--- config.mk ---
export PLATFORM = sky130hd
export DESIGN_NAME = rms_scale
export DESIGN_NICKNAME = d
export VERILOG_FILES = /design/src/hdl/rms_pkg.sv /design/src/hdl/rms_scale.sv
export SDC_FILE = /design/constraint.sdc
export NUM_CORES = 2
export LEC_CHECK = 0
export BUFFER_PORTS_ARGS = -buffer_cell sky130_fd_sc_hd__buf_2
export CAP_MARGIN = 20
export CORE_MARGIN = 5
export CORE_UTILIZATION = 60
export DETAILED_ROUTE_END_ITERATION = 10
export PLACE_DENSITY = 0.74
export REMOVE_ABC_BUFFERS = 1
export SKIP_LAST_GASP = 1
export SYNTH_ARGS = -nofsm -noshare
export SYNTH_HDL_FRONTEND = slang
export SYNTH_SLANG_ARGS = --single-unit
--- constraint.sdc ---
create_clock -name clk_i -period 8.35 [get_ports clk_i]
set_input_delay 0 -clock clk_i [delete_from_list [all_inputs] [get_ports clk_i]]
set_output_delay 0 -clock clk_i [all_outputs]
set_load 0.02 [all_outputs]
--- src/hdl/rms_pkg.sv ---
// Shared constants for the running mean square block.
package rms_pkg;

  // Configuration register widths and reset values
  localparam int unsigned LEN_W        = 11;
  localparam int unsigned RECIP_W      = 33;
  localparam int unsigned CFG_DATA_W   = 33;
  localparam int unsigned CFG_IDX_W    = 1;
  localparam int unsigned LEN_RESET    = 64;
  localparam logic [RECIP_W-1:0] RECIP_RESET = 33'd67108864;

  // Register indexes on the configuration port
  localparam logic [CFG_IDX_W-1:0] REG_WINDOW_LENGTH     = 1'b0;
  localparam logic [CFG_IDX_W-1:0] REG_WINDOW_RECIPROCAL = 1'b1;

  // Default build parameters
  localparam int unsigned DEF_MAX_WINDOW  = 1024;
  localparam int unsigned DEF_SAMPLE_BITS = 16;

  // Output queue depth; also bounds the words in flight
  localparam int unsigned FIFO_DEPTH = 8;

  // Reciprocal is split into a 32-bit low part and a one-bit high part
  localparam int unsigned RL_W = 32;

endpackage

--- src/hdl/rms_scale.sv ---
// Pipelined multiply of the window sum by the reciprocal, with saturation.
module rms_scale #(
  parameter int unsigned MAX_WINDOW  = rms_pkg::DEF_MAX_WINDOW,
  parameter int unsigned SAMPLE_BITS = rms_pkg::DEF_SAMPLE_BITS,
  localparam int unsigned POS_W  = $clog2(MAX_WINDOW),
  localparam int unsigned SQ_W   = 2 * SAMPLE_BITS - 1,
  localparam int unsigned SUM_W  = SQ_W + POS_W,
  localparam int unsigned H      = (SUM_W + 1) / 2,
  localparam int unsigned HI_W   = SUM_W - H,
  localparam int unsigned RL_W   = rms_pkg::RL_W,
  localparam int unsigned PROD_W = SUM_W + rms_pkg::RECIP_W,
  localparam int unsigned Q_W    = PROD_W - RL_W
) (
  input  logic                        clk_i,
  input  logic                        rst_ni,
  input  logic                        sum_valid_i,
  input  logic [SUM_W-1:0]            sum_i,
  input  logic [rms_pkg::RECIP_W-1:0] recip_i,
  output logic                        mean_valid_o,
  output logic [SQ_W-1:0]             mean_o
);

  localparam logic [Q_W-1:0] MEAN_MAX = Q_W'(1) << (SQ_W - 1);

  logic [H-1:0]        sl;
  logic [HI_W-1:0]     sh;
  logic [RL_W-1:0]     rl;

  logic                va_q, vb_q, vc_q;
  logic [H+RL_W-1:0]   plo_q;
  logic [HI_W+RL_W-1:0] phi_q;
  logic [SUM_W-1:0]    sum_a_q;
  logic                rh_q;
  logic [PROD_W-1:0]   total_d, total_q;
  logic [Q_W-1:0]      quot;
  logic [SQ_W-1:0]     mean_q;

  assign sl = sum_i[H-1:0];
  assign sh = sum_i[SUM_W-1:H];
  assign rl = recip_i[RL_W-1:0];

  always_comb begin
    total_d = PROD_W'(plo_q) + (PROD_W'(phi_q) << H);
    if (rh_q) begin
      total_d = total_d + (PROD_W'(sum_a_q) << RL_W);
    end
  end

  assign quot = total_q[PROD_W-1:RL_W];

  always_ff @(posedge clk_i or negedge rst_ni) begin
    if (!rst_ni) begin
      va_q <= 1'b0;
      vb_q <= 1'b0;
      vc_q <= 1'b0;
    end else begin
      va_q <= sum_valid_i;
      vb_q <= va_q;
      vc_q <= vb_q;
    end
  end

  always_ff @(posedge clk_i) begin
    if (sum_valid_i) begin
      plo_q   <= sl * rl;
      phi_q   <= sh * rl;
      sum_a_q <= sum_i;
      rh_q    <= recip_i[RL_W];
    end
    if (va_q) begin
      total_q <= total_d;
    end
    if (vb_q) begin
      mean_q <= (quot > MEAN_MAX) ? MEAN_MAX[SQ_W-1:0] : quot[SQ_W-1:0];
    end
  end

  assign mean_valid_o = vc_q;
  assign mean_o       = mean_q;

endmodule

After elaboration in Yosys (flattened, before gate mapping)
Index checks and enable logic that the tools add are counted.

Logic and storage cells: 15. Output and inout port bits: 32. Register bits: 255.

Mux-type cells: 1. Add/subtract/negate cells: 2. $lt $le $gt $ge: 1. Multiply operators: 2.

Operators with widths (count): adder 53 x 73 -> 74 bit (1); adder 74 x 73 -> 74 bit (1); 2-to-1 mux 74 bit (1); multiplier 21 x 32 -> 53 bit (1); multiplier 20 x 32 -> 52 bit (1); > comparator 42 x 31 -> 1 bit, second input constant (1).

Depth between registers and ports, before layout
Depth after elaboration: 3. Mapped depth: 28. Gate-level depth less buffers: 26.

Least setup slack after synthesis
No wires, ideal clock.

Path type: input to register. Start point: input recip_i[10] (netlist name). End point: register phi_q[44], data pin. Library setup time: 0.260 ns. Stages on the path: 23. Path slack: 1.900 ns. Arrival: 6.190 ns. Required time: 8.090 ns. Buffers on the path: 1. Cells stage by stage: clkbuf_1 > nand2_1 > fa_1 > fa_1 > fa_1 > fa_1 > inv_1 > fa_1 > fa_1 > inv_1 > fa_1 > inv_1 > ha_1 > and2_1 > o2111ai_1 > a2111oi_2 > o31ai_1 > a21o_1 > a2111o_1 > a21oi_2 > o31a_1 > nor2_1 > xnor2_1.

Longest elaborated chain between the ends: 1.

Ends and longest elaborated chain: from (decl) (RTL line rms_scale.sv:18) `input logic [rms_pkg::RECIP_W-1:0] recip_i,`; multiplier 20 x 32 -> 52 bit (RTL line rms_scale.sv:66) `phi_q <= sh * rl;`; to (signal assigned) (RTL line rms_scale.sv:66); to (decl) (RTL line rms_scale.sv:31) `logic [HI_W+RL_W-1:0] phi_q;`.

No other way between the ends. A chain may end at the register's enable or synchronous reset.

Final worst setup path
Start point: input sum_i[13]. End point: register plo_q[52], data pin.

Longest elaborated chain between the ends: 1.

Ends and longest elaborated chain: from (decl) (RTL line rms_scale.sv:17) `input logic [SUM_W-1:0] sum_i,`; multiplier 21 x 32 -> 53 bit (RTL line rms_scale.sv:65) `plo_q <= sl * rl;`; to (signal assigned) (RTL line rms_scale.sv:65); to (decl) (RTL line rms_scale.sv:30) `logic [H+RL_W-1:0] plo_q;`.

No other way between the ends.

==> summary.md <==
| Metric | Value |
|---|---|
| Fmax | `128.2 MHz` |
| # nets final | `7,013` |
| H-tree levels | `1` |
| Tot GR Track Use | `30.25%` |
| Status | `finished, final reports clean` |
| Post-Syn Area | `51,750 um^2` |
| Worst r2r path cells | `20` |
| Main area contributors after synthesis | `fa_1, edfxtp_1, ha_1` |
| Global-route wire length before repair | `222.1 mm` |
| Worst Setup EP | `plo_q[52]$_DFFE_PP_` |
| R2R setup slack | `2350 ps` |
| Synth Register Bits | `202` |
| Vias in the first global route | `40,433` |
| Grt ovf | `0` |
| Fin crit share | `93.43%` |
| Initial antenna violation count | `11` |
| Pre-antenna DRT Iters | `6` |
| Drt drc | `0` |
| Post-synth ARST share | `1.485%` |
| Crit path launch type | `input port` |
| Mapped Cells | `5,481` |
| Iter 0 DRT Violations | `2,824` |
| Dpl ws | `545.1 ps` |
| Register Area | `6052 um^2` |
| Ratio of cells with drive above 1 in the final layout | `5.333%` |
| Area growth, synth to finish | `4.986%` |
| Commonest cells in the netlist | `inv_1, fa_1, nand2_1` |
| Worst min-delay path class | `input port to register` |
| Vias per cell | `5.629` |
| CTS Root Cell | `clkbuf_16` |
| RSZ-0062 raised after global routing | `no` |
| Final HPWL DP | `108.1 mm` |
| Clock Pin Slew Worst Setup and Hold Paths | `60 ps` |
| Initial Util | `60.59%` |
| Critical path required time | `8640 ps` |
| IO Port Bufs | `108` |
| Most common cell in the netlist | `inv_1` |
| Largest net degree at the start of global routing | `73` |
| Die area | `92,220 um^2` |
| Filler cells | `7,095` |
| # setup viols final | `0` |
| Final setup margin | `548.9 ps` |
| DR vias | `37,182` |
| Post-synth top area share | `42.67%` |
| Final worst clock skew | `36.48 ps` |
| Area leader, netlist | `fa_1` |
| Period minus WS final | `7801 ps` |
| R2r endpoint | `total_q[72]$_DFFE_PP_` |
| Worst slew margin relative to its limit | `31.45%` |
| Worst Setup End Kind | `register` |
| Max cap viols | `0` |
| Cell variety after synth | `85` |
| Die height | `303.7 um` |
| Core area | `85,410 um^2` |
| FF-to-FF Start | `plo_q[23]$_DFFE_PP_` |
| Post-Syn Area per Cell | `9.441 um^2` |
| Worst-path fanout max | `18` |
| Worst-Skew Late Latency | `560 ps` |
| CP Launch Point | `sum_i[13]` |
| Final hold vios | `0` |
| Final ANT Viol Nets | `0` |
| Setup_tns | `0 ps` |
| Sink Count | `202` |
| Final Slew Violations | `0` |
| Num CTS Buffers | `24` |
| Seq/Total Area, Yosys | `11.69%` |
| Yosys warning total | `0` |
| Die width | `303.7 um` |
| Routed WL per cell | `20.63 um` |
| Clock buffer depth | `3` |
| Top Ports | `109` |
| Drt total wl | `136.3 mm` |
| WS Path Type | `input port to register` |
| Most used DFF post-synth | `edfxtp_1` |
| Post-synth EDFFs | `199` |
| Final core utilization | `63.61%` |
| CTS tree | `yes` |
| Multi-input logic area | `40,110 um^2` |
| RePlAce Congestion | `0.9445` |
| Row count | `107` |
| Worst slew pin tran | `1028 ps` |
| Crit path arrival time | `8090 ps` |
## worst min path at each step
| stage | startpoint | endpoint | cells after the start | slack, ps |
|---|---|---|---|---|
| final | sum_valid_i | va_q$_DFF_PN0_ | 1 | 40 |
| after detailed placement | rst_ni | vb_q$_DFF_PN0_ | 1 | -190 |
| after global placement | rst_ni | vb_q$_DFF_PN0_ | 1 | -200 |
| after global routing | sum_i[25] | sum_a_q[25]$_DFFE_PP_ | 1 | 20 |
| after floorplan | rst_ni | mean_valid_o$_DFF_PN0_ | 0 | -300 |
| after CTS | sum_i[25] | sum_a_q[25]$_DFFE_PP_ | 1 | 5 |
## metrics by stage
step / std cells / instance area (um^2) / hold WS [ps]
floorplan: 5215 / 50720 / -295.6
global placement: 6549 / 53380 / -195.6
detailed placement: 6549 / 53380 / -193.7
CTS: 6600 / 54290 / 5.106
global route: 6602 / 54320 / 21.07
finish: 6606 / 54330 / 35.02
## final cells by class
cell class	instances	area share, %
clock buffer	26	1.119
clock inverter	18	0.4215
tap	1144	2.635
timing repair buffer	198	2.427
sequential	202	11.14
antenna	5	0.02303
inverter	1217	8.408
multi-input combinational	3796	73.83
## critical path, stage by stage
cell and delay (ps):
dlygate4sd3_1 510, buf_2 490, buf_4 290, nand2_1 90, fa_1 530, inv_1 60, fa_1 480, fa_1 580
fa_1 430, fa_1 460, fa_1 520, inv_1 60, fa_1 470, inv_1 40, ha_1 330, a21oi_1 200
o21bai_1 80, a21oi_1 260, nand2_1 110, a2111oi_0 770, o211ai_1 230, buf_4 210, a311oi_2 380, o31ai_1 180
a31oi_1 220, xnor2_1 80
## layout by cell type (no fill, tap or decap), types with 8 or more instances in the layout
| master | count |
|---|---|
| o21ai_1 | 9 |
| o21bai_1 | 17 |
| nand4_1 | 25 |
| nand3_1 | 30 |
| nor3_1 | 16 |
| xor2_1 | 52 |
| a21o_1 | 95 |
| nor2b_1 | 21 |
| a211oi_1 | 9 |
| ha_1 | 394 |
| clkbuf_16 | 24 |
| nand2b_1 | 9 |
| fa_1 | 1103 |
| buf_2 | 107 |
| mux2_2 | 27 |
| a21oi_1 | 143 |
| o21a_1 | 12 |
| and3_1 | 21 |
| nand2_1 | 752 |
| edfxtp_1 | 199 |
| nor2_1 | 72 |
| a221oi_1 | 8 |
| a31oi_1 | 11 |
| nor4_1 | 11 |
| and2_1 | 685 |
| inv_1 | 1216 |
| o21ai_0 | 53 |
| buf_4 | 78 |
| xnor2_1 | 107 |
| o31ai_1 | 11 |
## state kept, by name (all words and copies together) (netlist names)
signal        cells
total_q          42
vb_q              1
phi_q            52
mean_o           31
rh_q              1
mean_valid_o      1
va_q              1
sum_a_q          41
plo_q            32
## cell families (layout without fill, tap and decap cells)
family,count (synthesis),count (layout),share of synthesized area [%]
AND/OR/NAND/NOR,1666,1666,16.19
flip-flops,202,202,11.69
adder cells (fa/ha/maj),1497,1497,52.20
AO/OA/AOI/OAI,446,446,5.810
multiplexers,27,27,0.5875
other,0,5,0
buffers and inverters,1483,1459,10.81
XOR/XNOR,160,160,2.723
## per-layer routing
layer | wire (um) | GRT usage [%] | up-vias | share of wire (%)
met5 | 34 | 0 | - | 0.025
met3 | 13570 | 7.113 | 278 | 10
li1 | - | - | 16365 | -
met4 | 5275 | 10.34 | 6 | 3.9
met1 | 54620 | 41.04 | 18977 | 40
met2 | 62790 | 48.56 | 1556 | 46
## what timing repair did
item	4_1_cts	5_1_grt
hold buffers	7	0
hold endpoints to repair	8	0
resized for setup	0	0
setup buffers	0	0
Power is not shown: default switching activity piles up to over one toggle a cycle in this logic, so the estimate is an artifact.
