<file path="config.mk">
export PLATFORM = sky130hd
export DESIGN_NAME = rms_fifo
export DESIGN_NICKNAME = d
export VERILOG_FILES = /design/src/hdl/rms_pkg.sv /design/src/hdl/rms_fifo.sv
export SDC_FILE = /design/constraint.sdc
export NUM_CORES = 1
export LEC_CHECK = 0
export ABC_AREA = 1
export BUFFER_PORTS_ARGS = -buffer_cell sky130_fd_sc_hd__buf_2
export CAP_MARGIN = 15
export CORE_MARGIN = 3
export CORE_UTILIZATION = 55
export CTS_CLUSTER_SIZE = 10
export DETAILED_ROUTE_END_ITERATION = 6
export PLACE_DENSITY = 0.73
export SKIP_CTS_REPAIR_TIMING = 1
export SYNTH_ARGS = -nofsm -noshare
export SYNTH_HDL_FRONTEND = slang
export SYNTH_SLANG_ARGS = --single-unit
export TNS_END_PERCENT = 50
</file>
<file path="constraint.sdc">
create_clock -name clk_i -period 6.45 [get_ports clk_i]
set_input_delay 1.6125 -clock clk_i [delete_from_list [all_inputs] [get_ports clk_i]]
set_output_delay 1.6125 -clock clk_i [all_outputs]
set_load 0.02 [all_outputs]
</file>
<file path="src/hdl/rms_pkg.sv">
// Shared constants for the running mean square block.
package rms_pkg;

  // Configuration register widths and reset values
  localparam int unsigned LEN_W        = 11;
  localparam int unsigned RECIP_W      = 33;
  localparam int unsigned CFG_DATA_W   = 33;
  localparam int unsigned CFG_IDX_W    = 1;
  localparam int unsigned LEN_RESET    = 64;
  localparam logic [RECIP_W-1:0] RECIP_RESET = 33'd67108864;

  // Register indexes on the configuration port
  localparam logic [CFG_IDX_W-1:0] REG_WINDOW_LENGTH     = 1'b0;
  localparam logic [CFG_IDX_W-1:0] REG_WINDOW_RECIPROCAL = 1'b1;

  // Default build parameters
  localparam int unsigned DEF_MAX_WINDOW  = 1024;
  localparam int unsigned DEF_SAMPLE_BITS = 16;

  // Output queue depth; also bounds the words in flight
  localparam int unsigned FIFO_DEPTH = 8;

  // Reciprocal is split into a 32-bit low part and a one-bit high part
  localparam int unsigned RL_W = 32;

endpackage

</file>
<file path="src/hdl/rms_fifo.sv">
// Output word queue with an in-flight credit count.
module rms_fifo #(
  parameter int unsigned DATA_W = 31
) (
  input  logic              clk_i,
  input  logic              rst_ni,
  input  logic              reserve_i,
  output logic              has_room_o,
  input  logic              push_i,
  input  logic [DATA_W-1:0] push_data_i,
  output logic              pop_valid_o,
  input  logic              pop_ready_i,
  output logic [DATA_W-1:0] pop_data_o
);

  localparam int unsigned DEPTH = rms_pkg::FIFO_DEPTH;
  localparam int unsigned PTR_W = $clog2(DEPTH);
  localparam int unsigned CNT_W = $clog2(DEPTH + 1);

  logic [DATA_W-1:0] store_q [DEPTH];
  logic [PTR_W-1:0]  wr_ptr_q, rd_ptr_q;
  logic [CNT_W-1:0]  occ_q, pend_q;
  logic              pop;

  assign pop         = pop_valid_o && pop_ready_i;
  assign pop_valid_o = (occ_q != '0);
  assign pop_data_o  = store_q[rd_ptr_q];
  assign has_room_o  = (pend_q < CNT_W'(DEPTH));

  always_ff @(posedge clk_i) begin
    if (push_i) begin
      store_q[wr_ptr_q] <= push_data_i;
    end
  end

  always_ff @(posedge clk_i or negedge rst_ni) begin
    if (!rst_ni) begin
      wr_ptr_q <= '0;
      rd_ptr_q <= '0;
      occ_q    <= '0;
      pend_q   <= '0;
    end else begin
      if (push_i) begin
        wr_ptr_q <= (wr_ptr_q == PTR_W'(DEPTH - 1)) ? '0 : wr_ptr_q + 1'b1;
      end
      if (pop) begin
        rd_ptr_q <= (rd_ptr_q == PTR_W'(DEPTH - 1)) ? '0 : rd_ptr_q + 1'b1;
      end
      occ_q  <= occ_q + CNT_W'(push_i) - CNT_W'(pop);
      pend_q <= pend_q + CNT_W'(reserve_i) - CNT_W'(pop);
    end
  end

endmodule

</file>
-- Word-level counts from Yosys, hierarchy flattened
Memory sizes are Yosys's and may differ from the RTL's.
Cells that the tools add are included.
- $add $sub $neg: 6
- magnitude comparators: 1
- equality and inequality tests: 2
- multiplexer cells: 4
- reductions and logical operators: 2
- operators by type and width (cell ; count):
    $add 4x1->4 ; 2
    $sub 4x1->4 ; 2
    $add 3x1->3 const B ; 2
    $eq 3x3->1 const B ; 2
    $mux 3 ; 2
    $lt 4x4->1 const B ; 1
    $reduce_bool 4->1 ; 1
    $mux 1 ; 2
    $logic_and 1x1->1 ; 1
- register bits: 14
- RAM bits: 248
- bits of input ports: 36
- output and inout port bits: 33
- logic and storage cells: 20
- memories kept: 1
- memories (memory ; words ; width ; rd ports ; clocked after memory_dff ; write ports ; RTL line ; text):
    store_q ; 8 ; 31 ; 1 ; 0 ; 1 ; rms_fifo.sv:20 ; logic [DATA_W-1:0] store_q [DEPTH];

-- Logic depth before layout (Yosys ltp)
Gate-level depths: netlist of run 1.
- word-level depth: 3
- gate-level depth with buffers: 10
- gate-level depth less buffers: 10

-- Worst setup path after synthesis of run 1
No wires, ideal clock.
- path kind: input to register
- start point: in push_i
- end point: mem store_q[1][0] (enable)
- setup time: 0.419 ns
- data arrival time: 3.036 ns
- data required time: 6.031 ns
- path slack: 2.995 ns
- cell stages on the path: 2
- path buffers: 0
- cell sequence: nand2_1 -> nor2_1
- longest elaborated chain between the ends: 2
- ends and longest elaborated chain (what ; RTL line ; text):
    start, declared ; rms_fifo.sv:9 ; input logic push_i,
    $mux 1 ; rms_fifo.sv:31 ; if (push_i) begin
    $mux 1 (implied by the code) ; rms_fifo.sv:32 ; store_q[wr_ptr_q] <= push_data_i;
    end, declared ; rms_fifo.sv:20 ;
Every way passes these cells.

-- Final worst setup path of run 1
- start point: reg rd_ptr_q[0]
- end point: out pop_data_o[21]
- longest elaborated chain between the ends: 1
- ends and longest elaborated chain (what ; RTL line ; text):
    start, declared ; rms_fifo.sv:21 ; logic [PTR_W-1:0] wr_ptr_q, rd_ptr_q;
    start signal, assigned ; rms_fifo.sv:47 ; rd_ptr_q <= (rd_ptr_q == PTR_W'(DEPTH - 1)) ? '0 : rd_ptr_q + 1'b1;
    $mem_v2 8x31 ; - ;
    end, declared ; rms_fifo.sv:13 ; output logic [DATA_W-1:0] pop_data_o
Every way passes these cells.

==> results of run 1 <==
-- sequential cells by signal (all words and copies together), names as in the netlist --
register	flops
occ_q	4
pend_q	4
wr_ptr_q	3
store_q	248
rd_ptr_q	3
-- routing by layer --
metal	vias to the layer above	GRT usage [%]	routed length (um)
met5	-	0	36
met4	6	5.30	418
met3	43	3.65	1390
met2	192	35.5	11500
met1	3477	28.0	9790
li1	3756	-	-
-- per-stage QoR --
step,hold WS (ps),util (%),worst slack (ps)
4_1_cts,596,63.6,1900
3_5_place_dp,589,59.5,2480
2_1_floorplan,551,-,2990
3_3_place_gp,578,59.5,2520
6_report,592,63.7,1920
5_1_grt,639,63.7,1700
-- synthesized netlist by cell type (all sizes together) --
master | number | share of area, %
o21ai | 6 | 0.26
nor2 | 8 | 0.26
edfxtp | 248 | 64
buf | 42 | 2.1
a21oi | 2 | 0.086
dfrtp | 14 | 3.0
inv | 271 | 8.8
ha | 11 | 1.2
nand3 | 132 | 5.7
nand2 | 421 | 14
fa | 2 | 0.34
clkbuf | 5 | 0.16
xor2 | 2 | 0.15
xnor2 | 3 | 0.23
-- cell type report --
type,instances,area share (%)
Clock buffer,45,6.42
Clock inverter,1,0.0383
Inverter,271,7.81
Multi-Input combinational cell,587,19.8
Sequential cell,262,59.7
Tap cell,270,2.59
Timing Repair Buffer,82,3.56
-- logic make-up after synthesis --
kind of cell | after synthesis | synth area share, %
adders and majority gates | 13 | 1.53
DFF | 262 | 67.1
and+or+nand+nor | 561 | 19.5
AOI/OAI and AO/OA | 8 | 0.345
buffers and inverters | 318 | 11.1
xor gates and xnor gates | 5 | 0.377
-- where the power goes --
group,internal [uW],switching [uW],leakage [uW]
Combinational,606,1450,0.00330
Sequential,2100,74.5,0.00242
Clock,878,592,0.000408
Total,3590,2110,0.00613
-- worst register-to-register path, cell delays in order, from the launching register on --
cell and delay [ps]:
dfrtp_1 360, nand2_1 230, nor2_4 680, buf_4 420
-- placed cells by master (no fill, tap or decap), drive strengths merged --
master / n
nand3: 132
xnor2: 3
clkbuf: 45
buf: 82
nor2: 8
nand2: 421
a21oi: 2
ha: 11
inv: 271
dfrtp: 14
edfxtp: 248
clkinv: 1
fa: 2
xor2: 2
o21ai: 6
-- worst paths after layout --
path / slack (ps) / end / cells after the start
max in group asynchronous: 5210 / rd_ptr_q[0] / 1
worst max-delay path: 1920 / pop_data_o[21] / 8
min in group asynchronous: 970 / occ_q[3] / 1
worst min-delay path: 590 / pend_q[3] / 2
worst max register to register: 4420 / store_q[5][22] / 3
worst min register to register: 590 / pend_q[3] / 2
==> metrics.txt, run 1 <==
DRT iter0 DRCs=554; fin cells=1518; NumNets Final=1283; Fin Clk Skew=5.13 ps; Die X-Extent=151 um; Synth Area per Inst=9.95 sq um; FF+latch count, synth=262; wire per inst=15.2 um; CP top delay family=buffers and inverters; critical path cell sequence=inv_4 -> buf_4 -> nand2_1 -> nand3_1 -> nand2_1 -> nand2_1 -> nand2_1 -> buf_2; Final Wtd Congestion=approximately 0.73; Worst slew margin=19.5%; Critical Path Slowest Stage Cell=buf_4; post-DP HPWL=12300 um; I/O Pins=69; vias post-DR=~7500; register area=0.00780 sq mm; final setup violation count=0; FMAX=around 220 MHz; Post-Syn Area=roughly 0.012 sq mm; die height=151 um; post-synthesis sequential area ratio=between 60% and 70%; WP buf/inv=3; crit-path max cell delay=slightly above 600 ps; Routed Antenna Nets=0; Syn Inst Count=~1200; Netlist cell types=19; # port buffers=68; initial antenna violation count=3; Syn Nets=1216; global-route wire length before repair=36900 um; Pre-Repair DR Iteration Count=6; outcome=finished clean; Slew Viols, Final=0; clock root buffer=clkbuf_16; overall power=between 5000 and 6000 uW; total gr overflow=0; Tcrit/Tclk final=70.2%; P_leak=between 0.006 and 0.007 uW; Die Area=0.0229 sq mm; Finished Cell Area=0.0131 sq mm; reg2reg start=wr_ptr_q[0]; Cell Pwr Density=436 mW/mm^2; drt drc=0; Critical Setup Path Class=reg2out; CTS Sinks=between 200 and 300; # fillers=~1600; CTS max path bufs=3; Starting Density=56.7%; CP arrival=2910 ps; GRT Total Usage=20.8%; most used cell, CP=nand2_1; clock latency at the later pin of the worst-skew pair=530 ps; CP Data Required Time=4840 ps; DR vias/cell=around 4.9; VDD IR-drop max=304 uV; Core Rows=52; DP Cell Count=between 1000 and 1500; multi-input logic area=around 0.0026 sq mm; share of cells above drive strength 1=10.2%; hold crit path type=reg2reg; final wirelength=23100 um; H-tree levels=1; vias in the first global route=about 7200; Ys Warns=0; CP startpoint=rd_ptr_q[0]; ANT cells=0; startpoint types=register; clock period minus worst slack=4530 ps; largest net degree at the start of global routing=111; number of max-cap violations=0; Crit. End Element=primary output; setup total negative slack=0 ps; Final Hold Vio Count=0; clock slew at reported path FFs=50 ps; Core Region=0.0205 sq mm; slew at the pin with the worst max-slew slack=approximately 1200 ps; RSZ-0062 raised after global routing=false; dpl cell area=0.0122 sq mm; CP max FO=69; CTS buffer count=30; Hold Startpoint=pend_q[2]; Synth-to-Final Area Change=12.4%; CTS tree=done
Power figures use the tool's default switching activity.
==> inputs of run 2 (changes only) <==
--- a/config.mk
+++ b/config.mk
@@ -12,7 +12,7 @@
 export CORE_UTILIZATION = 55
 export CTS_CLUSTER_SIZE = 10
 export DETAILED_ROUTE_END_ITERATION = 6
-export PLACE_DENSITY = 0.73
+export PLACE_DENSITY = 0.76
 export SKIP_CTS_REPAIR_TIMING = 1
 export SYNTH_ARGS = -nofsm -noshare
 export SYNTH_HDL_FRONTEND = slang
==> constraint.sdc (replaced) <==
create_clock -name clk_i -period 3.8 [get_ports clk_i]
set_input_delay 0.95 -clock clk_i [delete_from_list [all_inputs] [get_ports clk_i]]
set_output_delay 0.95 -clock clk_i [all_outputs]
set_load 0.02 [all_outputs]
==> run 2 against run 1 <==
Compared with the run above: combinational power grew 75%; utilization up 0.18 points; clock skew increased by 4.8 ps; setup slack got worse by 1400 ps; sequential cell count did not move; sequential power up 69%; register-to-register slack worse by 2600 ps; count of clock-buffer cells in the layout is 3 lower; die area unchanged; design area is 0.29% higher; largest cell class unchanged; wire length up 2.5%.
==> metrics.txt, run 2 (synthesized netlist as in run 1, its figures left out) <==
slew at the pin with the worst max-slew slack=828 ps (was 1210 ps); vias post-DR=7606 (was 7474); CP top delay family=buffers and inverters (unchanged); max reg flops=248 (unchanged); Top Registers=store_q x248, occ_q x4, pend_q x4 (unchanged); Final Hold Vio Count=0 (unchanged); global-route wire length before repair=37900 um (was 36900 um); die height=151 um (unchanged); CTS Sinks=262 (unchanged); H-tree levels=1 (unchanged); NumNets Final=1286 (was 1283); Critical Path Slowest Stage Cell=dfrtp_4 (was buf_4); CP Data Required Time=2850 ps (was 4840 ps); clock period minus worst slack=around 3300 ps; Cell Pwr Density=743 mW/mm^2 (was 436 mW/mm^2); Die Area=0.0229 sq mm (unchanged); FMAX=a little over 300 MHz; Core Region=0.0205 sq mm (unchanged); NetSw=3630 uW (was 2110 uW); wire per inst=15.6 um (was 15.2 um); Combinational Power Share=36.8% (was 36.0%); clock power share=25.4% (was 25.8%); Critical Setup Path Class=reg2out (unchanged); DP Cell Count=1475 (was 1471); Final WS setup=495 ps (was 1920 ps); Core Util, Final=63.9% (was 63.7%); CP arrival=2360 ps (was 2910 ps); WP buf/inv=3 (unchanged); register with the most flip-flops=store_q (unchanged); clock slew at reported path FFs=50 ps (about the same); Slew Viols, Final=0 (unchanged); Fin Clk Skew=9.97 ps (was 5.13 ps); total gr overflow=0 (unchanged); GRT Total Usage=21.3% (was 20.8%); drt drc=0 (unchanged); Worst slew margin=44.8% (was 19.5%); Reg2Reg Setup Slack=1820 ps (was 4420 ps); internal cell power=6100 uW (was 3590 uW); final setup violation count=0 (unchanged); VDD IR-drop max=507 uV (was 304 uV); Tcrit/Tclk final=87.0%; Sequential Power Share=37.8% (was 38.2%); Crit. End Element=primary output (unchanged); Die X-Extent=151 um (unchanged); outcome=finished clean (unchanged); share of cells above drive strength 1=10.3% (was 10.2%); commonest cells after routing, fill and taps aside=nand2_1, inv_1, edfxtp_1 (unchanged); CP max FO=46 (was 69); number of max-cap violations=0 (unchanged); final wirelength=23700 um (was 23100 um); initial antenna violation count=1 (was 3); DR vias/cell=5.01 (was 4.92); fin cells=1519 (was 1518); clock root buffer=clkbuf_16 (unchanged); CTS max path bufs=3 (unchanged); DRT iter0 DRCs=605 (was 554); most used cell, CP=nand2_1 (unchanged); post-DP HPWL=12800 um (was 12300 um); crit-path max cell delay=510 ps (was 620 ps); RSZ-0062 raised after global routing=false (unchanged); # fillers=1592 (was 1631); startpoint types=register (unchanged); Starting Density=56.7% (unchanged); hold crit path type=in2async (was reg2reg); vias in the first global route=7517 (was 7164); Synth-to-Final Area Change=12.8% (was 12.4%); commonest non-fill, non-tap cell in the layout=nand2_1 (unchanged); P_leak=0.00614 uW (was 0.00613 uW); Final Wtd Congestion=0.770 (was 0.730); Pre-Repair DR Iteration Count=5 (was 6); I/O Pins=69 (unchanged); Sw Ratio=37.3% (was 37.0%); CTS tree=done (unchanged); critical path cell sequence=inv_4 -> buf_4 -> nand2_1 -> nand3_1 -> nand2_1 -> nand2_1 -> nand2_1 -> buf_2 (unchanged); Routed Antenna Nets=0 (unchanged); # port buffers=68 (unchanged); setup total negative slack=0 ps (unchanged); largest net degree at the start of global routing=127 (was 111); CTS buffer count=30 (unchanged); clock latency at the later pin of the worst-skew pair=530 ps (about the same); Core Rows=52 (unchanged); Setup WS pre-CTS=1060 ps (was 2480 ps)
run 2: final timing paths:
check,startpoint,end,cells past startpoint
setup reg to reg,wr_ptr_q[0],store_q[6][12],4
hold / removal,rst_ni,wr_ptr_q[0],1
min in group clk_i,pend_q[0],pend_q[0],3
setup / recovery,rd_ptr_q[0],pop_data_o[15],8
max in group asynchronous,rst_ni,rd_ptr_q[0],1
hold reg to reg,pend_q[0],pend_q[0],3
run 2: power by group through the flow:
stage | registers [uW] | clock network [uW] | logic, uW
after floorplan | 3710 | 0 | 2590
after global placement | 3720 | 0 | 3500
after detailed placement | 3730 | 0 | 3580
after CTS | 3670 | 2520 | 3630
after global routing | 3710 | 2630 | 4020
final | 3680 | 2480 | 3580
run 2: cell type report:
class	instances	area [sq um]	area share, %
Timing Repair Buffer	85	518	3.95
Multi-Input combinational cell	587	2590	19.8
Clock buffer	42	817	6.24
Sequential cell	262	7800	59.6
Clock inverter	1	8.76	0.0669
Inverter	271	1020	7.78
Antenna cell	1	2.50	0.0191
Tap cell	270	338	2.58
run 2: stage by stage:
step	cell area, sq um	total power, uW	hold slack [ps]
2_1_floorplan	11600	6300	551
3_5_place_dp	12300	7310	578
6_report	13100	9730	307
3_3_place_gp	12300	7220	564
5_1_grt	13100	10400	318
4_1_cts	13100	9820	308
run 2: metal layers:
metal	GRT usage [%]	wire length, um
met4	7.16	605
met2	35.7	11800
met5	0	11
met1	28.5	9760
met3	3.44	1580
==> inputs of run 3 (changes only) <==
==> constraint.sdc (replaced) <==
create_clock -name clk_i -period 2.7 [get_ports clk_i]
set_input_delay 0.675 -clock clk_i [delete_from_list [all_inputs] [get_ports clk_i]]
set_output_delay 0.675 -clock clk_i [all_outputs]
set_load 0.02 [all_outputs]
==> run 3 against run 2 <==
Compared with the run above: wire length increased by 0.33%; power increased by 46%; sequential share of layout area decreased by 1.4 points; die area unchanged; clock skew increased by 4.1 ps; combinational power increased by 51%; via count increased by 2.4%; final cell count increased by 1.9%; sequential power increased by 42%.
==> metrics.txt, run 3 (synthesized netlist as in run 1, its figures left out) <==
multi-input logic area=0.00259 sq mm (unchanged); Fin Clk Skew=14.0 ps (was 9.97 ps); largest net degree at the start of global routing=73 (was 127); Starting Density=56.7% (unchanged); reg2reg start=occ_q[2] (was wr_ptr_q[0]); DR vias/cell=5.03 (was 5.01); CP arrival=1930 ps (was 2360 ps); commonest non-fill, non-tap cell in the layout=nand2_1 (unchanged); CTS Sinks=262 (unchanged); Crit. End Element=primary output (unchanged); ANT cells=0 (was 1); register area=0.00780 sq mm (about the same); Cell Pwr Density=1060 mW/mm^2 (was 743 mW/mm^2); CTS buffer count=30 (unchanged); H-tree levels=1 (unchanged); Core Util, Final=65.4% (was 63.9%); GRT Total Usage=20.8% (was 21.3%); fin cells=1548 (was 1519); CP Data Required Time=2030 ps (was 2850 ps); clock slew at reported path FFs=50 ps (about the same); CTS max path bufs=3 (unchanged); Pre-Repair DR Iteration Count=5 (unchanged); Slew Viols, Final=0 (unchanged); slew at the pin with the worst max-slew slack=487 ps (was 828 ps); # port buffers=68 (unchanged); Top Registers=store_q x248, occ_q x4, pend_q x4 (unchanged); max reg flops=248 (unchanged); outcome=finished clean (unchanged); initial antenna violation count=2 (was 1); NumNets Final=1303 (was 1286); Synth-to-Final Area Change=15.4% (was 12.8%); CP startpoint=rd_ptr_q[0] (unchanged); VDD IR-drop max=649 uV (was 507 uV); RSZ-0062 raised after global routing=true (was false); clock period minus worst slack=around 2600 ps; reg2reg path depth=10 (was 4); number of max-cap violations=0 (unchanged); clock latency at the later pin of the worst-skew pair=540 ps (was 530 ps); I/O Pins=69 (unchanged); Worst slew margin=67.5% (was 44.8%); final wirelength=23800 um (was 23700 um); Finished Cell Area=0.0134 sq mm (was 0.0131 sq mm); overall power=14200 uW (was 9730 uW); # fillers=1526 (was 1592); wire per inst=15.4 um (was 15.6 um); DP Cell Count=1485 (was 1475); share of cells above drive strength 1=11.4% (was 10.3%); drt drc=0 (unchanged); Critical Setup Path Class=reg2out (unchanged); DRT iter0 DRCs=717 (was 605); clock root buffer=clkbuf_16 (unchanged); Final Hold Vio Count=0 (unchanged); Tcrit/Tclk final=96.5%; FMAX=384 MHz; startpoint types=register (unchanged); hold crit path type=in2async (unchanged); global-route wire length before repair=37200 um (was 37900 um); CP max FO=72 (was 46); final setup violation count=0 (unchanged); dpl cell area=0.0123 sq mm (about the same); post-DP HPWL=13400 um (was 12800 um); Core Rows=52 (unchanged); CTS tree=done (unchanged); vias post-DR=7788 (was 7606); Final WS setup=95.6 ps (was 495 ps); Routed Antenna Nets=0 (unchanged); Core Region=0.0205 sq mm (unchanged); Die Area=0.0229 sq mm (unchanged); Setup WS pre-CTS=369 ps (was 1060 ps); Die X-Extent=151 um (unchanged); vias in the first global route=7478 (was 7517); die height=151 um (unchanged); P_leak=0.00630 uW (was 0.00614 uW); Final Wtd Congestion=0.735 (was 0.770); commonest cells after routing, fill and taps aside=nand2_1, inv_1, edfxtp_1 (unchanged); register with the most flip-flops=store_q (unchanged); total gr overflow=0 (unchanged)
[run 3: cell types whose count changed in the layout (fill, tap and decap cells not counted), sizes merged]
cell	delta
buf	+14
diode	-1
clkinv	+2
clkbuf	+15
inv	-1
[run 3: per-stage QoR]
step	hold WS, ps	TNS (ps)
5_1_grt	42.2	-11.1
4_1_cts	37.5	-4290
3_5_place_dp	592	0
6_report	39.8	0
3_3_place_gp	569	0
2_1_floorplan	379	0
[run 3: report_power, final]
group | total, uW | leakage [uW] | switching [uW] | internal, uW
registers | 5210 | 0.00242 | 191 | 5020
clock network | 3590 | 0.000414 | 1460 | 2130
logic | 5420 | 0.00346 | 3590 | 1830
[run 3: cell type report]
cell class | instances | share of cell area [%]
clock inverter | 1 | 0.0653
clock buffer | 55 | 6.46
multi-input combinational | 587 | 19.3
tap | 270 | 2.52
timing repair inverter | 1 | 0.0653
sequential | 262 | 58.2
inverter | 271 | 7.70
timing repair buffer | 101 | 5.65
[run 3: routing by layer]
metal / vias up / GRT usage [%] / routed length [um]
li1: 3804 / - / -
met1: 3702 / 27.5 / 10100
met2: 228 / 36.1 / 11800
met3: 50 / 3.02 / 1310
met4: 4 / 5.85 / 541
met5: - / 0 / 26
[run 3: worst paths after layout]
check                           endpoint  slack (ps)
setup reg to reg               pend_q[1]         700
max in group asynchronous    rd_ptr_q[1]        2370
setup / recovery           pop_data_o[8]         100
hold / removal               rd_ptr_q[0]          40
min in group clk_i             pend_q[0]         380
hold reg to reg                pend_q[0]         600
[run 3: critical path: stages (launching register included)]
cell	delay [ps]
dfrtp_4	550
buf_16	250
nand2_1	120
nand3_1	70
nand2_1	70
nand2_1	60
nand2_1	80
buf_2	160
